--- src/sv/mtt_pkg.sv ---
// ----------------------------------------------------------------------------
// mtt_pkg
// Shared types and constants for the max tournament tree.
// ----------------------------------------------------------------------------
package mtt_pkg;

  localparam int unsigned DATA_W = 32;

  localparam logic KIND_ADD  = 1'b0;
  localparam logic KIND_TAKE = 1'b1;

  typedef enum logic [6:0] {
    ST_CLEAR  = 7'b0000001,
    ST_IDLE   = 7'b0000010,
    ST_SCN_RD = 7'b0000100,
    ST_SCN_WR = 7'b0001000,
    ST_BLD_RD = 7'b0010000,
    ST_BLD_WR = 7'b0100000,
    ST_SPARE  = 7'b1000000
  } mtt_state_t;

  typedef logic signed [DATA_W-1:0] mtt_data_t;

endpackage

--- src/sv/max_tournament_tree.sv ---
// ----------------------------------------------------------------------------
// max_tournament_tree
// Max winner tree over LEAVES leaves, kept in one heap-ordered memory and
// rebuilt by a single shared signed comparator under a small sequencer.
//
//   channel | ports                                        | flow
//   input   | start, busy, in_kind, in_value               | start & !busy
//   result  | out_valid, out_winner, out_taken_value,      | one-cycle strobe
//           | out_rejected, out_full_res                   |
//
// Add that does not fill the tree, or add when full: result in the next cycle.
// Add that fills the tree: rebuild, a read and a write state per node.
// Take: leaf scan (a read and a write state per leaf), then rebuild.
// After reset a clearing pass zeroes the memory; busy stays high meanwhile.
// The receiver takes every strobe; nothing stalls it.
// ----------------------------------------------------------------------------
module max_tournament_tree
  import mtt_pkg::*;
#(
  parameter int unsigned LEAVES = 8
) (
  input  logic                     clk,
  input  logic                     rst_n,
  input  logic                     start,
  output logic                     busy,
  input  logic                     in_kind,
  input  logic signed [DATA_W-1:0] in_value,
  output logic                     out_valid,
  output logic signed [DATA_W-1:0] out_winner,
  output logic signed [DATA_W-1:0] out_taken_value,
  output logic                     out_rejected,
  output logic                     out_full_res
);

  localparam int unsigned NODES = 2 * LEAVES - 1;
  localparam int unsigned CW    = $clog2(LEAVES);
  localparam int unsigned IW    = CW + 1;
  localparam int unsigned CNTW  = $clog2(LEAVES + 1);

  mtt_data_t mem_r [NODES];

  mtt_state_t      state_r, state_nxt;
  logic [IW-1:0]   clr_r, clr_nxt;
  logic [CW-1:0]   node_i_r, node_i_nxt;
  logic [CW-1:0]   leaf_k_r, leaf_k_nxt;
  logic [CNTW-1:0] cnt_r, cnt_nxt;
  mtt_data_t       root_r, root_nxt;
  mtt_data_t       taken_r, taken_nxt;
  logic            rej_r, rej_nxt;
  mtt_data_t       rd_a_r, rd_b_r;

  logic            ov_r, ov_nxt;
  mtt_data_t       owin_r, owin_nxt;
  mtt_data_t       otak_r, otak_nxt;
  logic            orej_r, orej_nxt;
  logic            ofull_r, ofull_nxt;

  logic            we;
  logic [IW-1:0]   wa, ra, rb;
  mtt_data_t       wd, best;
  logic [IW-1:0]   left_a, right_a, scan_a, fill_a;
  logic            accept, full;

  assign accept  = start && (state_r == ST_IDLE);
  assign busy    = (state_r != ST_IDLE);
  assign full    = (cnt_r == CNTW'(LEAVES));
  assign left_a  = {node_i_r, 1'b1};
  assign right_a = left_a + IW'(1);
  assign scan_a  = IW'(LEAVES - 1) + IW'(leaf_k_r);
  assign fill_a  = IW'(LEAVES - 1) + IW'(cnt_r[CW-1:0]);
  assign best    = (rd_a_r > rd_b_r) ? rd_a_r : rd_b_r;

  always_comb begin
    state_nxt  = state_r;
    clr_nxt    = clr_r;
    node_i_nxt = node_i_r;
    leaf_k_nxt = leaf_k_r;
    cnt_nxt    = cnt_r;
    root_nxt   = root_r;
    taken_nxt  = taken_r;
    rej_nxt    = rej_r;
    ov_nxt     = 1'b0;
    owin_nxt   = owin_r;
    otak_nxt   = otak_r;
    orej_nxt   = orej_r;
    ofull_nxt  = ofull_r;
    we         = 1'b0;
    wa         = '0;
    wd         = '0;
    ra         = left_a;
    rb         = right_a;
    case (state_r)
      ST_CLEAR: begin
        we = 1'b1;
        wa = clr_r;
        if (clr_r == IW'(NODES - 1)) begin
          state_nxt = ST_IDLE;
        end else begin
          clr_nxt = clr_r + IW'(1);
        end
      end
      ST_IDLE: begin
        if (accept) begin
          if (in_kind == KIND_TAKE) begin
            taken_nxt  = root_r;
            rej_nxt    = 1'b0;
            leaf_k_nxt = '0;
            state_nxt  = ST_SCN_RD;
          end else if (full) begin
            ov_nxt    = 1'b1;
            owin_nxt  = root_r;
            otak_nxt  = '0;
            orej_nxt  = 1'b1;
            ofull_nxt = 1'b1;
          end else begin
            we        = 1'b1;
            wa        = fill_a;
            wd        = in_value;
            cnt_nxt   = cnt_r + CNTW'(1);
            taken_nxt = '0;
            rej_nxt   = 1'b0;
            if (cnt_r == CNTW'(LEAVES - 1)) begin
              node_i_nxt = CW'(LEAVES - 2);
              state_nxt  = ST_BLD_RD;
            end else begin
              ov_nxt    = 1'b1;
              owin_nxt  = root_r;
              otak_nxt  = '0;
              orej_nxt  = 1'b0;
              ofull_nxt = 1'b0;
            end
          end
        end
      end
      ST_SCN_RD: begin
        ra        = scan_a;
        state_nxt = ST_SCN_WR;
      end
      ST_SCN_WR: begin
        if (rd_a_r == taken_r) begin
          we = 1'b1;
          wa = scan_a;
        end
        if (leaf_k_r == CW'(LEAVES - 1)) begin
          node_i_nxt = CW'(LEAVES - 2);
          state_nxt  = ST_BLD_RD;
        end else begin
          leaf_k_nxt = leaf_k_r + CW'(1);
          state_nxt  = ST_SCN_RD;
        end
      end
      ST_BLD_RD: begin
        state_nxt = ST_BLD_WR;
      end
      ST_BLD_WR: begin
        we = 1'b1;
        wa = IW'(node_i_r);
        wd = best;
        if (node_i_r == '0) begin
          root_nxt  = best;
          ov_nxt    = 1'b1;
          owin_nxt  = best;
          otak_nxt  = taken_r;
          orej_nxt  = rej_r;
          ofull_nxt = full;
          state_nxt = ST_IDLE;
        end else begin
          node_i_nxt = node_i_r - CW'(1);
          state_nxt  = ST_BLD_RD;
        end
      end
      default: begin
        state_nxt = ST_IDLE;
      end
    endcase
  end

  always_ff @(posedge clk) begin
    if (!rst_n) begin
      state_r <= ST_CLEAR;
      clr_r   <= '0;
      cnt_r   <= '0;
      root_r  <= '0;
      ov_r    <= 1'b0;
    end else begin
      state_r <= state_nxt;
      clr_r   <= clr_nxt;
      cnt_r   <= cnt_nxt;
      root_r  <= root_nxt;
      ov_r    <= ov_nxt;
    end
  end

  always_ff @(posedge clk) begin
    node_i_r <= node_i_nxt;
    leaf_k_r <= leaf_k_nxt;
    taken_r  <= taken_nxt;
    rej_r    <= rej_nxt;
    owin_r   <= owin_nxt;
    otak_r   <= otak_nxt;
    orej_r   <= orej_nxt;
    ofull_r  <= ofull_nxt;
  end

  always_ff @(posedge clk) begin
    if (we) begin
      mem_r[wa] <= wd;
    end
    rd_a_r <= mem_r[ra];
    rd_b_r <= mem_r[rb];
  end

  assign out_valid       = ov_r;
  assign out_winner      = owin_r;
  assign out_taken_value = otak_r;
  assign out_rejected    = orej_r;
  assign out_full_res    = ofull_r;

  a_cnt_range: assert property (@(posedge clk) disable iff (!rst_n)
    cnt_r <= CNTW'(LEAVES))
    else $error("leaf count beyond LEAVES");

  a_rej_full: assert property (@(posedge clk) disable iff (!rst_n)
    ov_r && orej_r |-> ofull_r)
    else $error("rejected add without a full tree");

  a_strobe_src: assert property (@(posedge clk) disable iff (!rst_n)
    ov_r |-> $past(state_r) == ST_IDLE || $past(state_r) == ST_BLD_WR)
    else $error("result strobe from unexpected state");

  a_root_upd: assert property (@(posedge clk) disable iff (!rst_n)
    state_r == ST_BLD_WR && node_i_r == '0 |=> ov_r && root_r == owin_r)
    else $error("root not published at end of rebuild");

endmodule

--- config.mk ---
export PLATFORM = sky130hd
export DESIGN_NAME = max_tournament_tree
export DESIGN_NICKNAME = d
export VERILOG_FILES = /design/src/sv/mtt_pkg.sv /design/src/sv/max_tournament_tree.sv
export SDC_FILE = /design/constraint.sdc
export NUM_CORES = 1
export LEC_CHECK = 0
export ABC_AREA = 0
export BUFFER_PORTS_ARGS = -buffer_cell sky130_fd_sc_hd__buf_2
export CORE_UTILIZATION = 45
export CTS_BUF_LIST = sky130_fd_sc_hd__clkbuf_8
export CTS_CLUSTER_SIZE = 14
export DETAILED_ROUTE_END_ITERATION = 10
export PLACE_DENSITY = 0.71
export SETUP_SLACK_MARGIN = 0.2
export SYNTH_ARGS = -nofsm -noshare
export SYNTH_HDL_FRONTEND = slang
export SYNTH_SLANG_ARGS = --single-unit
export TNS_END_PERCENT = 100
--- constraint.sdc ---
create_clock -name clk -period 9.3 [get_ports clk]
set_input_delay 1.86 -clock clk [delete_from_list [all_inputs] [get_ports clk]]
set_output_delay 1.86 -clock clk [all_outputs]
set_load 0.01 [all_outputs]
==> results of run 1 <==
==> synthesized netlist by cell type (2+ instances only) <==
| library cell | count |
|---|---|
| a22o_1 | 3 |
| a21boi_0 | 2 |
| nor4_1 | 13 |
| buf_1 | 6 |
| nor2b_1 | 3 |
| a21oi_1 | 41 |
| a31oi_1 | 66 |
| mux2i_1 | 2 |
| or3_1 | 5 |
| o211ai_1 | 34 |
| nor3_1 | 5 |
| inv_1 | 45 |
| nand3_1 | 154 |
| ha_1 | 43 |
| buf_6 | 19 |
| o21ai_1 | 52 |
| buf_2 | 22 |
| and3_1 | 79 |
| clkbuf_1 | 131 |
| nand2_1 | 375 |
| nand2b_1 | 4 |
| a21o_1 | 7 |
| mux4_2 | 64 |
| xnor2_1 | 6 |
| xor2_1 | 36 |
| nand4_1 | 40 |
| o21ai_0 | 74 |
| mux2_2 | 33 |
| and2_1 | 76 |
| nor3b_1 | 3 |
| a221o_1 | 2 |
| a311oi_1 | 92 |
| nor2_1 | 57 |
| or4_1 | 3 |
| dfxtp_1 | 111 |
| a211oi_1 | 80 |
| buf_4 | 5 |
| edfxtp_1 | 584 |
==> through the flow <==
stage | power, µW | hold WS (ns) | setup WS [ns] | area [µm²] | cells
2_1_floorplan | 3950 | 0.472 | 3.18 | 30600 | 2396
3_3_place_gp | 4140 | 0.493 | 4.12 | 31800 | 3223
3_5_place_dp | 4170 | 0.497 | 3.97 | 31800 | 3223
4_1_cts | 6730 | 0.501 | 4.70 | 34000 | 3418
5_1_grt | 6920 | 0.520 | 4.50 | 34000 | 3419
6_report | 6710 | 0.502 | 4.67 | 34000 | 3421
==> power by group <==
part / internal, µW / total (µW) / switching [µW] / leakage, µW
clock: 1400 / 2590 / 1190 / 0.00121
sequential: 3510 / 3620 / 107 / 0.00607
combinational: 140 / 498 / 358 / 0.00486
total: 5060 / 6710 / 1650 / 0.0121
==> state kept, by name, indices dropped and copies added, names as in the netlist <==
| register | flops |
|---|---|
| clr_r | 4 |
| cnt_r | 4 |
| leaf_k_r | 3 |
| mem_r | 480 |
| node_i_r | 3 |
| out_full_res | 1 |
| out_rejected | 1 |
| out_taken_value | 32 |
| out_valid | 1 |
| out_winner | 32 |
| rd_a_r | 32 |
| rd_b_r | 32 |
| root_r | 32 |
| state_r | 6 |
| taken_r | 32 |
==> worst min path at each step <==
stage	start	endpoint	slack, ns	depth (start not counted)
floorplan	rd_b_r[1]	root_r[1]	0.47	2
global placement	rd_b_r[10]	root_r[10]	0.49	2
detailed placement	rd_b_r[29]	root_r[29]	0.50	2
CTS	rd_b_r[29]	root_r[29]	0.50	2
global route	rd_b_r[29]	root_r[29]	0.52	2
finish	rd_b_r[29]	root_r[29]	0.50	2
==> worst max-delay path, stage by stage <==
cell and delay, ns:
buf_2 0.45, nor4b_4 0.10, buf_4 0.31, a222oi_1 0.58
or3b_1 0.59, nor2_4 0.98
==> routing by layer <==
metal  part of all wire [%]  vias to the layer above
met5                      0                        -
met1                     40                    10472
met4                    2.7                        0
met3                     11                      157
li1                       -                     9291
met2                     46                     1340
==> cells by family (layout without fill, tap and decap cells) <==
logic type      Yosys count  in the layout
fa+ha+maj                43             43
simple gates            825            825
xor+xnor                 42             42
other cells               0              3
mux                      99             99
flops                   695            695
buf+inv                 230            379
compound gates          462            462
==> layout make-up <==
class,instances,share of cell area (%)
diodes,3,0.0221
clock buffers,113,4.57
clock inverters,82,1.80
inverters,46,0.508
multi-input cells,1471,29.5
flip-flops and latches,695,58.1
well taps,873,3.21
repair buffers,138,2.33
==> impl_metrics.toml, run 1 <==
[sta]
maxSlewHeadroom_pct = 16.4
finalHoldViolCount = 0
rsz0062_at_grt = "no"
fin_crit_ns = 4.63
tns_ns = 0
setup_violations = 0
maxSlewViolCount = 0
fin_skew_ns = 0.0236
min_period_over_period_pct = 49.7
tightest_slew_ns = 1.25
fmax_mhz = 216

[die]
die-area_um2 = 69100
core_area_um2 = 67300
die_w_um = 263
ioPinCount = 104
start_util_pct = 45.5
rows = 95
die_y_um = 263

[finish]
layout_common_cells = "edfxtp_1, nand2_1, nand3_1"
multi_input_area_um2 = 10000
fillers = 5625
final_common_cell = "edfxtp_1"
seq_area_um2 = 19800
area_delta_synth_final_pct = 11.1
num-nets-final = 2538
fin_util_pct = 50.5
layout-drive-gt1-share_pct = 16.5

[clocking]
postCtsSetupRepairBufs = 0
ctsHoldBuffers = 0
cts_resized = 0
htreeDepth = 3
cts_tree = "done"
cts_root_buf = "clkbuf_8"
cts_buffers = 107
clk_pin_slew_ns = 0.07
cts_num_sinks = 695
clock_path_buffers = 3
clock_latency_ns = 0.69

[status]
status = "complete, no violations"

[route]
dr.pass1.iters = 6
drt_iter0_drc = 2356
drc = 0
wl_per_cell_um = 24.1
viasPerCell = 6.21
via_count = 21260
antenna_left = 0
totalWireLength_mm = 82.5

[yosys]
ys.flop_type = "edfxtp_1"
synth_cells = 2396
ys_top_cells_by_area = "edfxtp_1, dfxtp_1, mux4_2"
ys_ff_latch = 695
syn_nets = 2475
ys_seq_area_share_pct = 64.6
yosysWarnings = 0
synthMuxAreaShare_pct = 5.99
avgSynthCellArea_um2 = 12.8
synth_top_area_cell = "edfxtp_1"
synth-simple-area-share_pct = 12.9
netlist_area_um2 = 30600
synth_compound_area_share_pct = 10.2
synth_top_family_by_area = "simple AND/OR/NAND/NOR gates"
netlist.area_leader.share_pct = 57.3
async_flop_share_pct = 0
synthAdderAreaFrac_pct = 1.76
synth-edff-count = 584
yosysUniqueCellTypes = 57
synth-xor-area-share_pct = 1.20

[flow_run]
cap_violations = 0

[global_route]
grt_pass1_wl_mm = 124
grt_pass1_vias = 20335
met1_usage_pct = 33.3
track_usage_pct = 23.5
grtUsageMet2_pct = 36.5
antenna_found_initial = 4
grt_overflow = 0
grt_util_met3_pct = 3.69
grt-busiest-layer = "met2"
grt_max_degree = 166

[critical_path]
arrival_ns = 4.91
timing.rr.end = "rd_a_r[0]"
critPathKind = "input pin to flip-flop"
cp_data_required_time_ns = 9.58
r2r-start = "state_r[5]"
rr_worst_depth = 9
endpoint = "mem_r[1][31]"
crit_start = "in_kind"
critPathMaxFanout = 42
end_kind = "flip-flop"
start_kind = "input pin"
worst-r2r-setup-slack_ns = 4.75

[placement]
routabilityCongestion = 0.875
hpwl_mm = 50.0
portBuffers = 103

[power]
p_leak_uw = 0.0121
ir_drop_mv = 0.123
power_density_nw_per_um2 = 197

[hold_path]
min_path_type = "flip-flop to flip-flop"
Power figures use the tool's default switching activity.
==> inputs of run 2 (changes only) <==
Settings changed: ABC_AREA 0 to 1, PLACE_DENSITY 0.71 to 0.73.
Clock period 9.3 ns to 3.8 ns, I/O delays scaled along.
==> run 2 against run 1 <==
Against the previous run: first-iteration DRC count grew 49%; synthesized cell count grew 27%; sequential share of layout area shrank 1.5 points; worst setup slack lost 4.3 ns; critical path type is now flip-flop to flip-flop; highest routed layer is now met5; largest cell class unchanged; flip-flop and latch count is the same; via count grew 13%.
==> impl_metrics.toml, run 2 <==
[global_route]
track_usage_pct = 25.8
grt_pass1_vias = 22632
grt-busiest-layer = "met2"
met1_usage_pct = 33.5
grt_util_met3_pct = 5.33
grt_pass1_wl_mm = 137
grtUsageMet2_pct = 40.6
grt_max_degree = 147
antenna_found_initial = 2
grt_overflow = 0

[yosys]
synth-edff-count = 584
synth_top_area_cell = "edfxtp_1"
netlist.area_leader.share_pct = 56.4
yosysUniqueCellTypes = 43
syn_nets = 3111
yosysWarnings = 0
async_flop_share_pct = 0
ys_ff_latch = 695
synth_commonest_cells = "edfxtp_1, nor2_1, nand2_1"
ys.flop_type = "edfxtp_1"
ys_top_cells_by_area = "edfxtp_1, dfxtp_1, nor2_1"
netlist_area_um2 = 31100
synth_cells = 3032
avgSynthCellArea_um2 = 10.3
ys_seq_area_share_pct = 63.5
synth.most_common_cell = "edfxtp_1"

[critical_path]
arrival_ns = 3.81
end_kind = "flip-flop"
critPathKind = "flip-flop to flip-flop"
start_kind = "flip-flop"
critPathMaxFanout = 13
cp_data_required_time_ns = 4.21
rr_worst_depth = 13

[sta]
fin_crit_ns = 3.40
maxSlewViolCount = 0
tightest_slew_ns = 1.18
tns_ns = 0
fmax_mhz = 294
finalHoldViolCount = 0
whs_ns = 0.359
fin_skew_ns = 0.0438
min_period_over_period_pct = 89.6
rsz0062_at_grt = "no"
setup_violations = 0
maxSlewHeadroom_pct = 20.9

[finish]
fillers = 5955
num-nets-final = 3200
layout-drive-gt1-share_pct = 12.2
regMostFlops = "mem_r"
final_common_cell = "edfxtp_1"
area_delta_synth_final_pct = 12.3
layout_common_cells = "edfxtp_1, nor2_1, nand2_1"
largest_reg_flops = 480

[clocking]
clk_pin_slew_ns = 0.06
cts_resized = 0
htreeDepth = 3
postCtsSetupRepairBufs = 0
cts_tree = "done"
clock_path_buffers = 3
ctsHoldBuffers = 0
clock_latency_ns = 0.74
cts_num_sinks = 695
cts_buffers = 102
cts_root_buf = "clkbuf_8"

[route]
viasPerCell = 5.87
drc = 0
via_count = 24034
drt_iter0_drc = 3521
wl_per_cell_um = 22.4
dr.pass1.iters = 6
totalWireLength_mm = 91.4
antenna_left = 0

[power]
power_density_nw_per_um2 = 447
switching_share_pct = 23.8
p_int_uw = 11900
ir_drop_mv = 0.293
seqPwrFrac_pct = 55.7
p_leak_uw = 0.0128
switchingPower_uw = 3710
clkPwrFrac_pct = 39.0
pwr-share-comb_pct = 5.3

[die]
rows = 96
die_y_um = 265
die-area_um2 = 70200
start_util_pct = 45.4
ioPinCount = 104
die_w_um = 265
core_area_um2 = 68500

[placement]
hpwl_mm = 56.7
routabilityCongestion = 0.980
portBuffers = 103

[flow_run]
cap_violations = 0

[hold_path]
min_path_type = "input pin to flip-flop"
whs_path_depth = 2

[status]
status = "complete, no violations"
## run 2: cell types whose count changed after synthesis, moves of 52 or more
cell	change
a211oi_1	-79
a21oi_1	+69
a311oi_1	-92
and2_1	-76
and3_1	-79
inv_1	+245
mux4_2	-64
nand3_1	-52
nor2_1	+377
o21ai_0	+250
o21ai_1	+70
o22ai_1	+92
## run 2: power groups by stage
stage | clock network, µW | registers, µW | logic, µW
floorplan | 0 | 8810 | 436
global placement | 0 | 8840 | 806
detailed placement | 0 | 8840 | 813
CTS | 6140 | 8680 | 815
global route | 6440 | 8710 | 885
finish | 6090 | 8690 | 827
## run 2: worst max-delay path: stages (launching register included)
cell and delay [ns]:
dfxtp_1 0.42, inv_1 0.08, nand2_1 0.07, nand4_1 0.26
nor3_1 0.36, nand2_1 0.09, nor2_1 0.23, nand2_1 0.16
o21ai_0 0.25, inv_1 0.07, nor2_1 0.14, nand2_1 0.24
nor2_4 0.48, buf_12 0.23
## run 2: final cells by class
type | instances | area, µm² | area share, %
clock buffer | 114 | 1570 | 4.49
multi-input combinational | 1839 | 9420 | 27.0
inverter | 298 | 1130 | 3.23
clock inverter | 77 | 503 | 1.44
sequential | 695 | 19800 | 56.6
timing repair buffer | 185 | 1440 | 4.13
antenna | 1 | 2.50 | 0.00716
tap | 882 | 1100 | 3.16
## run 2: path summary, 6_finish.rpt
kind             endpoint  startpoint  slack (ns)
max          mem_r[8][10]  rd_a_r[14]        0.40
min            state_r[0]       rst_n        0.36
max reg2reg  mem_r[8][10]  rd_a_r[14]        0.40
min reg2reg   taken_r[11]  root_r[11]        0.52
## run 2: routing by layer
| layer | wire length, µm | vias to the layer above |
|---|---|---|
| met5 | 13 | - |
| met4 | 4520 | 2 |
| met3 | 11100 | 313 |
| met2 | 42000 | 1672 |
| met1 | 33900 | 11208 |
| li1 | - | 10839 |
## run 2: metrics by stage
stage / cell area (µm²) / total power (µW) / instances / utilization [%] / setup WS [ns]
global placement: 32900 / 9650 / 3899 / 48.0 / 0.585
finish: 34900 / 15600 / 4091 / 51.0 / 0.396
floorplan: 31100 / 9240 / 3032 / - / 0.215
detailed placement: 32900 / 9660 / 3899 / 48.0 / 0.541
CTS: 34900 / 15600 / 4090 / 51.0 / 0.479
global route: 34900 / 16000 / 4091 / 51.0 / 0.308
## run 2: logic make-up (layout without fill, tap and decap cells)
logic type / count (synthesis) / in the layout / synth area share [%]
AO/OA/AOI/OAI: 794 / 794 / 14.3
buffers and inverters: 498 / 674 / 6.74
AND/OR/NAND/NOR: 987 / 987 / 13.3
XOR/XNOR: 15 / 15 / 0.422
other: 0 / 1 / 0
flip-flops: 695 / 695 / 63.5
adder cells (fa/ha/maj): 43 / 43 / 1.73
